==> src/design/crd_pkg.sv <==
// Shared types, constants and helper functions of the collision residual detector.
// No dependencies; every other file in the design takes this package in.
package crd_pkg;

  // Number of joint axes and the width of the time accumulators.
  localparam int AXES      = 6;
  localparam int TIME_BITS = 24;

  // Fixed field widths.
  localparam int RES_W    = 20;
  localparam int MAG_W    = 20;
  localparam int TH_W     = 16;
  localparam int AXIS_W   = 3;
  localparam int DT_W     = 16;
  localparam int REL_W    = 17;
  localparam int CFGT_W   = 24;
  localparam int THR_W    = 48;
  localparam int IDX_W    = 3;
  localparam int DATA_W   = 48;
  localparam int RATIO_SH = 16;
  localparam int WIDE_W   = 32;
  localparam int TH_AXES  = 3;

  // Compare tree geometry.
  localparam int LEVELS = (AXES > 1) ? $clog2(AXES) : 0;
  localparam int LEAVES = 1 << LEVELS;
  localparam int NODES  = (LEAVES > 1) ? LEAVES - 1 : 1;
  // Lane stage, one stage per tree level, release stage.
  localparam int NSTAGE = LEVELS + 2;

  localparam logic [REL_W-1:0]  REL_MIN   = REL_W'(3277);
  localparam logic [REL_W-1:0]  REL_MAX   = REL_W'(65536);
  localparam logic [REL_W-1:0]  REL_RESET = REL_W'(62259);
  localparam logic [WIDE_W-1:0] TIME_MAX_W = WIDE_W'((64'd1 << TIME_BITS) - 64'd1);

  typedef logic [TIME_BITS-1:0] crd_time_t;

  typedef enum logic [IDX_W-1:0] {
    REG_DETECT_ENABLE = 3'd0,
    REG_THR_LOW       = 3'd1,
    REG_THR_HIGH      = 3'd2,
    REG_RELEASE_RATIO = 3'd3,
    REG_CONFIRM       = 3'd4,
    REG_DEBOUNCE      = 3'd5
  } crd_reg_e;

  // One ratio candidate: magnitude over threshold, with the axis it came from.
  typedef struct packed {
    logic [MAG_W-1:0]  mag;
    logic [TH_W-1:0]   th;
    logic [AXIS_W-1:0] axis;
  } crd_node_t;

  // What the merging stage reports for one sample.
  typedef struct packed {
    logic [AXIS_W-1:0] axis;
    logic              keep;
    logic              over;
  } crd_pick_t;

  // True when the ratio of a is strictly greater than the ratio of b.
  function automatic logic ratio_gt(input crd_node_t a, input crd_node_t b);
    logic [MAG_W+TH_W-1:0] lhs;
    logic [MAG_W+TH_W-1:0] rhs;
    lhs = a.mag * b.th;
    rhs = b.mag * a.th;
    return lhs > rhs;
  endfunction

  // Clamps a wide time value to the largest value the accumulators hold.
  function automatic crd_time_t sat_time(input logic [WIDE_W-1:0] v);
    crd_time_t r;
    if (v > TIME_MAX_W) begin
      r = '1;
    end else begin
      r = v[TIME_BITS-1:0];
    end
    return r;
  endfunction

endpackage

==> src/design/crd_lane.sv <==
// One axis lane: absolute residual and threshold, registered as a ratio candidate.
// Depends on crd_pkg.
module crd_lane
  import crd_pkg::*;
(
  input  logic                     clk_i,
  input  logic                     en_i,
  input  logic signed [RES_W-1:0]  residual_i,
  input  logic        [TH_W-1:0]   threshold_i,
  input  logic        [AXIS_W-1:0] axis_i,
  output crd_node_t                node_o
);

  logic [MAG_W-1:0] mag;
  crd_node_t        node_d;
  crd_node_t        node_q;

  // The most negative residual maps onto its own bit pattern, which is the right magnitude.
  assign mag = residual_i[RES_W-1] ? MAG_W'(~residual_i + 1'b1) : MAG_W'(residual_i);

  // A zero ratio is written as 0/1 so that it never wins against the empty start value.
  always_comb begin
    node_d.axis = axis_i;
    if (threshold_i == '0 || mag == '0) begin
      node_d.mag = '0;
      node_d.th  = TH_W'(1);
    end else begin
      node_d.mag = mag;
      node_d.th  = threshold_i;
    end
  end

  always_ff @(posedge clk_i) begin
    if (en_i) begin
      node_q <= node_d;
    end
  end

  assign node_o = node_q;

endmodule

==> config.mk <==
export PLATFORM = sky130hd
export DESIGN_NAME = crd_lane
export DESIGN_NICKNAME = d
export VERILOG_FILES = /design/src/design/crd_pkg.sv /design/src/design/crd_lane.sv
export SDC_FILE = /design/constraint.sdc
export NUM_CORES = 1
export LEC_CHECK = 0
export ABC_AREA = 1
export BUFFER_PORTS_ARGS = -buffer_cell sky130_fd_sc_hd__buf_2
export CAP_MARGIN = 20
export CORE_MARGIN = 3
export CORE_UTILIZATION = 55
export CTS_BUF_LIST = sky130_fd_sc_hd__clkbuf_2
export DETAILED_ROUTE_END_ITERATION = 8
export GPL_TIMING_DRIVEN = 1
export PLACE_DENSITY = 0.95
export SYNTH_ARGS = -nofsm -noshare
export SYNTH_HDL_FRONTEND = slang
export SYNTH_SLANG_ARGS = --single-unit
==> constraint.sdc <==
create_clock -name clk_i -period 2.75 [get_ports clk_i]
set_input_delay 0.275 -clock clk_i [delete_from_list [all_inputs] [get_ports clk_i]]
set_output_delay 0.275 -clock clk_i [all_outputs]
set_load 0.1 [all_outputs]
---- Word-level counts from Yosys, hierarchy flattened ----
Index checks and enable logic that the tools add are counted.
storage, ports and cells
  register bits ........................... 39
  input bits .............................. 41
  output and inout bits ................... 39
cells by class
  add/subtract/negate cells ............... 1
  mux-type cells .......................... 1
  bitwise gates (word level) .............. 1
  reductions and logical operators ........ 3
operators by type and width
  cell                     number
  $add A20 B1 Y20 const B  1
  $logic_not A20 Y1        1
  $mux W20                 1
  $not A20 Y20             1
  $logic_not A16 Y1        1
  $logic_or A1 B1 Y1       1

---- Longest topological paths before layout ----
Gate-level depths: netlist (run 1).
  depth in word-level cells ............... 5
  mapped depth ............................ 15
  depth with buffers taken out ............ 14

---- Worst setup path before layout (run 1) ----
OpenSTA, ideal clock, no wires.
  path type ............................... input to register
  from .................................... input port residual_i[0]
  to ...................................... register node_q (netlist bit node_o[19]) (data pin)
  library setup time ...................... 0.254 ns
  data arrival time ....................... 1.624 ns
  data required time ...................... 2.496 ns
  slack ................................... 0.872 ns
  stages on the path ...................... 15
  cells stage by stage .................... inv_1 ha_1 nand2_1 o21ai_0 nor2_1 nand2_1 nor2_1 nand2_1 nor2_1 nand2_1 nor2_1 nand3_2 nand2_4 buf_6 nor2_1
between the ends
  cells in the longest elaborated chain, start to end .. 5
RTL lines
  what                  line            source
  start, declared       crd_lane.sv:8   input logic signed [RES_W-1:0] residual_i,
  $not A20 Y20          crd_lane.sv:19  assign mag = residual_i[RES_W-1] ? MAG_W'(~residual_i + 1'b1) : MAG_W'(residual_i);
  $add A20 B1 Y20       crd_lane.sv:19
  $mux W20 (*)          crd_lane.sv:19
  $logic_not A20 Y1     crd_lane.sv:24  if (threshold_i == '0 || mag == '0) begin
  $logic_or A1 B1 Y1    crd_lane.sv:24
  end signal, assigned  crd_lane.sv:35  node_q <= node_d;
  end, declared         crd_lane.sv:16  crd_node_t node_q;
Every way passes the cells marked *; elsewhere a longest branch is shown, timed or not.
A chain may end at the register's enable or synchronous reset.

---- Final worst setup path (run 1) ----
  from .................................... input port residual_i[19]
  to ...................................... register node_q (netlist bit node_o[26]) (data pin)
Same word-level chain as after synthesis.

==> results of run 1 <==
power groups by stage:
stage / clock network, mW / logic [mW] / registers, mW
3_5_place_dp: 0 / 0.571 / 0.738
5_1_grt: 0.262 / 0.599 / 0.729
6_report: 0.230 / 0.571 / 0.723
4_1_cts: 0.234 / 0.572 / 0.725
3_3_place_gp: 0 / 0.564 / 0.735
2_1_floorplan: 0 / 0.0927 / 1.10
cell type report:
type	instances	share of cell area, %
well taps	48	2.26
clock buffers	6	1.13
inverters	49	6.93
repair buffers	79	14.9
flip-flops and latches	39	44.1
clock inverters	2	0.283
multi-input cells	186	30.4
metal layers:
metal	vias up	track usage, %	part of all wire [%]
met3	9	5.22	8.8
met1	876	25.9	41
met4	0	7.16	1.9
met5	-	0	0
li1	1035	-	-
met2	88	36.3	48
critical path, stage by stage:
cell	delay, ns
buf_2	0.42
inv_2	0.11
nor2_1	0.11
nand2_1	0.05
nand2_1	0.08
nand2_1	0.06
nor2_1	0.10
nand2_1	0.07
nor2_1	0.10
nand2_1	0.06
nor2_1	0.11
nand3_2	0.11
nand2_4	0.30
nor2_1	0.10
kinds of logic (layout without fill, tap and decap cells):
kind of cell | Yosys count | count (layout)
compound gates | 5 | 5
fa+ha+maj | 1 | 1
buf+inv | 55 | 136
flops | 39 | 39
simple gates | 180 | 180
stage by stage:
| stage | std cells | instance area (µm²) | setup WS [ns] | total power [mW] | utilization (%) |
|---|---|---|---|---|---|
| final | 409 | 2660 | 0.822 | 1.52 | 70.4 |
| after global routing | 409 | 2660 | 0.609 | 1.59 | 70.4 |
| after CTS | 409 | 2660 | 0.855 | 1.53 | 70.4 |
| after detailed placement | 401 | 2620 | 0.433 | 1.31 | 69.4 |
| after global placement | 401 | 2620 | 0.477 | 1.30 | 69.4 |
| after floorplan | 280 | 2210 | 0.872 | 1.20 | - |
layout by cell type (no fill, tap or decap):
cell	count
nand4_1	1
clkbuf_2	6
nand2_1	76
buf_2	79
inv_2	2
and2_1	1
nand3_1	25
nand2_4	1
nor2_2	3
nand3b_1	3
edfxtp_1	39
nor2_1	62
o21ai_0	4
nor2_4	1
o21bai_1	1
nor4_1	4
clkinv_1	2
inv_1	47
ha_1	1
nand3_2	1
nand2_2	2
how the worst max path moves through the flow:
| stage | start | to | slack [ns] |
|---|---|---|---|
| after detailed placement | residual_i[19] | node_o[4] | 0.43 |
| final | residual_i[19] | node_o[26] | 0.82 |
| after CTS | residual_i[19] | node_o[17] | 0.86 |
| after global placement | residual_i[19] | node_o[36] | 0.48 |
| after global routing | residual_i[19] | node_o[16] | 0.61 |
| after floorplan | residual_i[0] | node_o[19] | 0.87 |
==> impl_metrics.csv, run 1 <==
group,metric,value,unit
outcome,status,"finished clean",
clock_tree,clock_path_buffers,2,
yosys,postSynthCellCount,280,
timing,timing.setup.tns,0,ns
job,maxCapViolations,0,
yosys,synth_top_area_share,52.9,%
clock_tree,post_cts_buffers,0,
clock_tree,ctsHoldBuffers,0,
drt,drtIter0Drc,151,
power_and_ir_drop,p_int,0.864,mW
clock_tree,cts_tree,"done",
setup_path,endpoint_kind,"flop",
yosys,synth_nets,322,
final_layout,final_nets,402,
yosys,synth_ff_type,"edfxtp_1",
clock_tree,htreeDepth,2,
setup_path,path_class,"in2reg",
yosys,synth_cell_types,21,
clock_tree,cts.repair.resized,0,
min_path,min_to,"node_o[0]",
final_layout,area_delta_synth_final,20.0,%
clock_tree,cts.reportedPaths.clkPinSlew,0.18,ns
timing,grt_setup_unrepaired,"false",
min_path,min_path_cells,1,
timing,fmax,519,MHz
floorplanning,placementRows,22,
yosys,synthAdderAreaFrac,0.565,%
power_and_ir_drop,ir_worst_vdd,0.197,mV
global_route,grt_usage,21.1,%
min_path,min_path_type,"in2reg",
yosys,yosysSeqAreaShare,52.9,%
power_and_ir_drop,clkPwrFrac,15.1,%
power_and_ir_drop,swShare,43.3,%
timing,timing_hold_violations_final,0,
global_route,grt_antenna_before_repair,0,
timing,relSlewSlack,44.3,%
timing,finalSetupViolations,0,
yosys,synth_largest_area_cell,"edfxtp_1",
yosys,synth_edf_count,39,
floorplanning,ios,80,
timing,slew_viol_final,0,
placement,gp_congestion,0.887,
drt,drt-total-wl,4910,µm
setup_path,startpoint_type,"primary input",
global_route,grt_max_degree,40,
clock_tree,cts_buffers,5,
floorplanning,core,0.00377,mm²
yosys,synthTopCellsByArea,"edfxtp_1 53%, nand2_1 13%, nor2_1 11%",
final_layout,diodes,0,
drt,antenna_left,0,
placement,place_hpwl,3920,µm
timing,finalCritPeriodShare,70.1,%
global_route,overflow,0,
setup_path,worst_ep_required_time,2.89,ns
drt,vias,2008,
yosys,async_flop_share,0,%
setup_path,cp_max_fo,35,
global_route,grt_pass1_wl,8180,µm
final_layout,seqCellArea,0.00117,mm²
yosys,synth_most_common_cell,"nand2_1",
clock_tree,numClockSinks,39,
timing,worst_pin_slew,0.836,ns
yosys,yosys_warnings,0,
yosys,synth_top_family_by_area,"simple AND/OR/NAND/NOR gates",
floorplanning,die_x,69.4,µm
drt,first_pass_iters,4,
yosys,synth_seq_cells,39,
timing,holdWs,0.0676,ns
yosys,synth_compound_area_share,1.24,%
floorplanning,die_y,69.4,µm
final_layout,largest_reg_flops,39,
final_layout,drive_gt1_share,26.3,%
power_and_ir_drop,comb_power_share,37.4,%
yosys,postSynthAreaPerCell,7.90,µm²
yosys,synth_common_cells,"76 x nand2_1, 62 x nor2_1, 47 x inv_1",
yosys,synth_xor_area_share,0,%
drt,drc,0,
yosys,mappedNetlistArea,0.00221,mm²
drt,routedWlPerCell,12.0,µm
placement,portBuffers,79,
clock_tree,cts_root_buf,"clkbuf_2",
global_route,grt_pass1_vias,1838,
drt,via_per_inst,4.91,
timing,fin_crit,1.93,ns
yosys,synth-simple-area-share,34.7,%
power_and_ir_drop,p_leak,1.36,nW
final_layout,multi_input_area,807,µm²
min_path,min_from,"axis_i[0]",
floorplanning,die_area,0.00482,mm²
yosys,synth.area.mux_share,0,%
floorplanning,start_util,58.7,%
power_and_ir_drop,pwr-share-seq,47.5,%
final_layout,fill_cells,307,
power_and_ir_drop,p_per_area,574,mW/mm²
power_and_ir_drop,p_switching,0.661,mW
setup_path,critPathArrivalTime,2.07,ns
No activity file was read; power rests on OpenSTA's default activity.
==> run 2: changes to the inputs <==
- CORE_UTILIZATION: 55 -> 51
- PLACE_DENSITY: 0.95 -> 0.91
- clock period: 2.75 -> 1.8 ns (I/O delays scaled with it)
==> impl_metrics.csv, run 2 (synthesis gave the netlist of run 1 again) <==
group,metric,value,unit
final_layout,area_delta_synth_final,38.8,%
floorplanning,start_util,54.2,%
floorplanning,ios,80,
timing,worst_pin_slew,0.501,ns
setup_path,cpMostUsedCell,"nand2_1",
timing,fin_crit,1.74,ns
setup_path,worst_ep_required_time,1.95,ns
drt,routedWlPerCell,12.2,µm
timing,holdWs,0.0848,ns
global_route,grt_pass1_wl,8980,µm
job,maxCapViolations,0,
power_and_ir_drop,p_leak,1.60,nW
final_layout,largest_reg_flops,39,
drt,drtIter0Drc,117,
floorplanning,placementRows,23,
floorplanning,die_area,0.00517,mm²
placement,placed_cell_area,0.00295,mm²
timing,fmax,574,MHz
clock_tree,cts_root_buf,"clkbuf_2",
setup_path,startpoint_type,"primary input",
timing,slew_viol_final,0,
clock_tree,cts.reportedPaths.clkPinSlew,0.19,ns
final_layout,final_util,75.2,%
min_path,min_path_type,"in2reg",
setup_path,cp_max_fo,25,
global_route,grt_pass1_vias,2044,
global_route,grt_max_degree,26,
timing,finalCritPeriodShare,96.8,%
clock_tree,numClockSinks,39,
setup_path,critPathArrivalTime,1.90,ns
global_route,grt_antenna_before_repair,0,
timing,finalSetupViolations,0,
setup_path,crit_slowest_cell,"ha_2",
setup_path,endpoint_kind,"flop",
clock_tree,htreeDepth,2,
setup_path,cpPeakStageDelay,0.21,ns
drt,vias,2204,
drt,drc,0,
placement,dp.cells,445,
placement,portBuffers,79,
drt,drt-total-wl,5560,µm
timing,relSlewSlack,66.8,%
clock_tree,cts_tree,"done",
drt,first_pass_iters,4,
setup_path,crit_chain,"buf_2, inv_1, ha_2, nand2_1, nor2_2, nand2_1, nand3_1, nand2_1, nor2_1, nand2_1, nor2_2, nand3_2, nand2_4, buf_12, nor2_1",
final_layout,mostFrequentLayoutCells,"79 x buf_2, 76 x nand2_1, 61 x nor2_1, 47 x inv_1, 41 x buf_4",
final_layout,fill_cells,293,
final_layout,final_nets,447,
global_route,grt_usage,22.4,%
clock_tree,clock_path_buffers,2,
power_and_ir_drop,ir_worst_vdd,0.456,mV
final_layout,layout.cells.non_filler,456,
drt,antenna_left,0,
final_layout,drive_gt1_share,34.7,%
floorplanning,die_y,71.9,µm
final_layout,final_common_cell,"buf_2",
drt,via_per_inst,4.83,
final_layout,diodes,0,
floorplanning,core,0.00409,mm²
floorplanning,die_x,71.9,µm
placement,gp_congestion,0.939,
outcome,status,"finished clean",
clock_tree,post_cts_buffers,0,
power_and_ir_drop,p_per_area,888,mW/mm²
placement,place_hpwl,4340,µm
timing,grt_setup_unrepaired,"true",
final_layout,final_cell_area,0.00307,mm²
setup_path,path_class,"in2reg",
timing,timing_hold_violations_final,0,
clock_tree,cts_buffers,5,
global_route,overflow,0,
run 2: cell count changes in the layout (fill, tap and decap cells not counted), sizes merged:
cell	change
clkinv	-2
bufinv	+2
dlygate4sd3	+3
buf	+42
run 2: cell type report:
cell class	instances	area, µm²	area share, %
clock buffers	6	30.0	0.977
clock inverters	2	60.1	1.95
inverters	49	184	5.99
multi-input cells	186	812	26.4
flip-flops and latches	39	1170	38.1
well taps	50	62.6	2.04
repair buffers	124	753	24.5
run 2: worst paths after layout:
kind                         end      startpoint  depth (start not counted)  slack [ns]
worst min-delay path   node_o[3]  threshold_i[0]                          2        0.08
worst max-delay path  node_o[25]   residual_i[0]                         15        0.06
run 2: critical path, delay by kind of cell:
kind,cells,cell delay (ns)
buffers and inverters,3,0.33
adder cells (fa/ha/maj),1,0.21
AND/OR/NAND/NOR,11,1.17
run 2: where the power goes:
part           total [mW]  internal (mW)  switching (mW)  leakage (nW)
registers            1.10           1.09          0.0189         0.381
clock network       0.657          0.381           0.277        0.0532
logic               0.965          0.209           0.756          1.16
total                2.73           1.68            1.05          1.60
run 2: repair_timing:
item | 4_1_cts | 5_1_grt
hold endpoints to repair | 3 | 0
endpoints found under the setup margin | 0 | 35
hold buffers | 3 | 0
gates resized for setup | 0 | 2
run 2: through the flow:
stage / TNS, ns / power (mW) / setup WS, ns
after CTS: 0 / 2.73 / 0.0822
final: 0 / 2.73 / 0.0569
after global placement: -7.16 / 2.06 / -0.209
after detailed placement: -9.45 / 2.08 / -0.289
after global routing: -1.94 / 2.84 / -0.0902
after floorplan: 0 / 1.83 / 0.0169
run 2: metal layers:
layer  track usage [%]  share of wire [%]  wire length, µm  vias up
met5                 0                  0                0        -
met1              26.4                 40             2240      972
met4              8.77                1.9              105        0
met3              4.35                6.6              367       10
li1                  -                  -                -     1127
met2              40.0                 51             2850       95
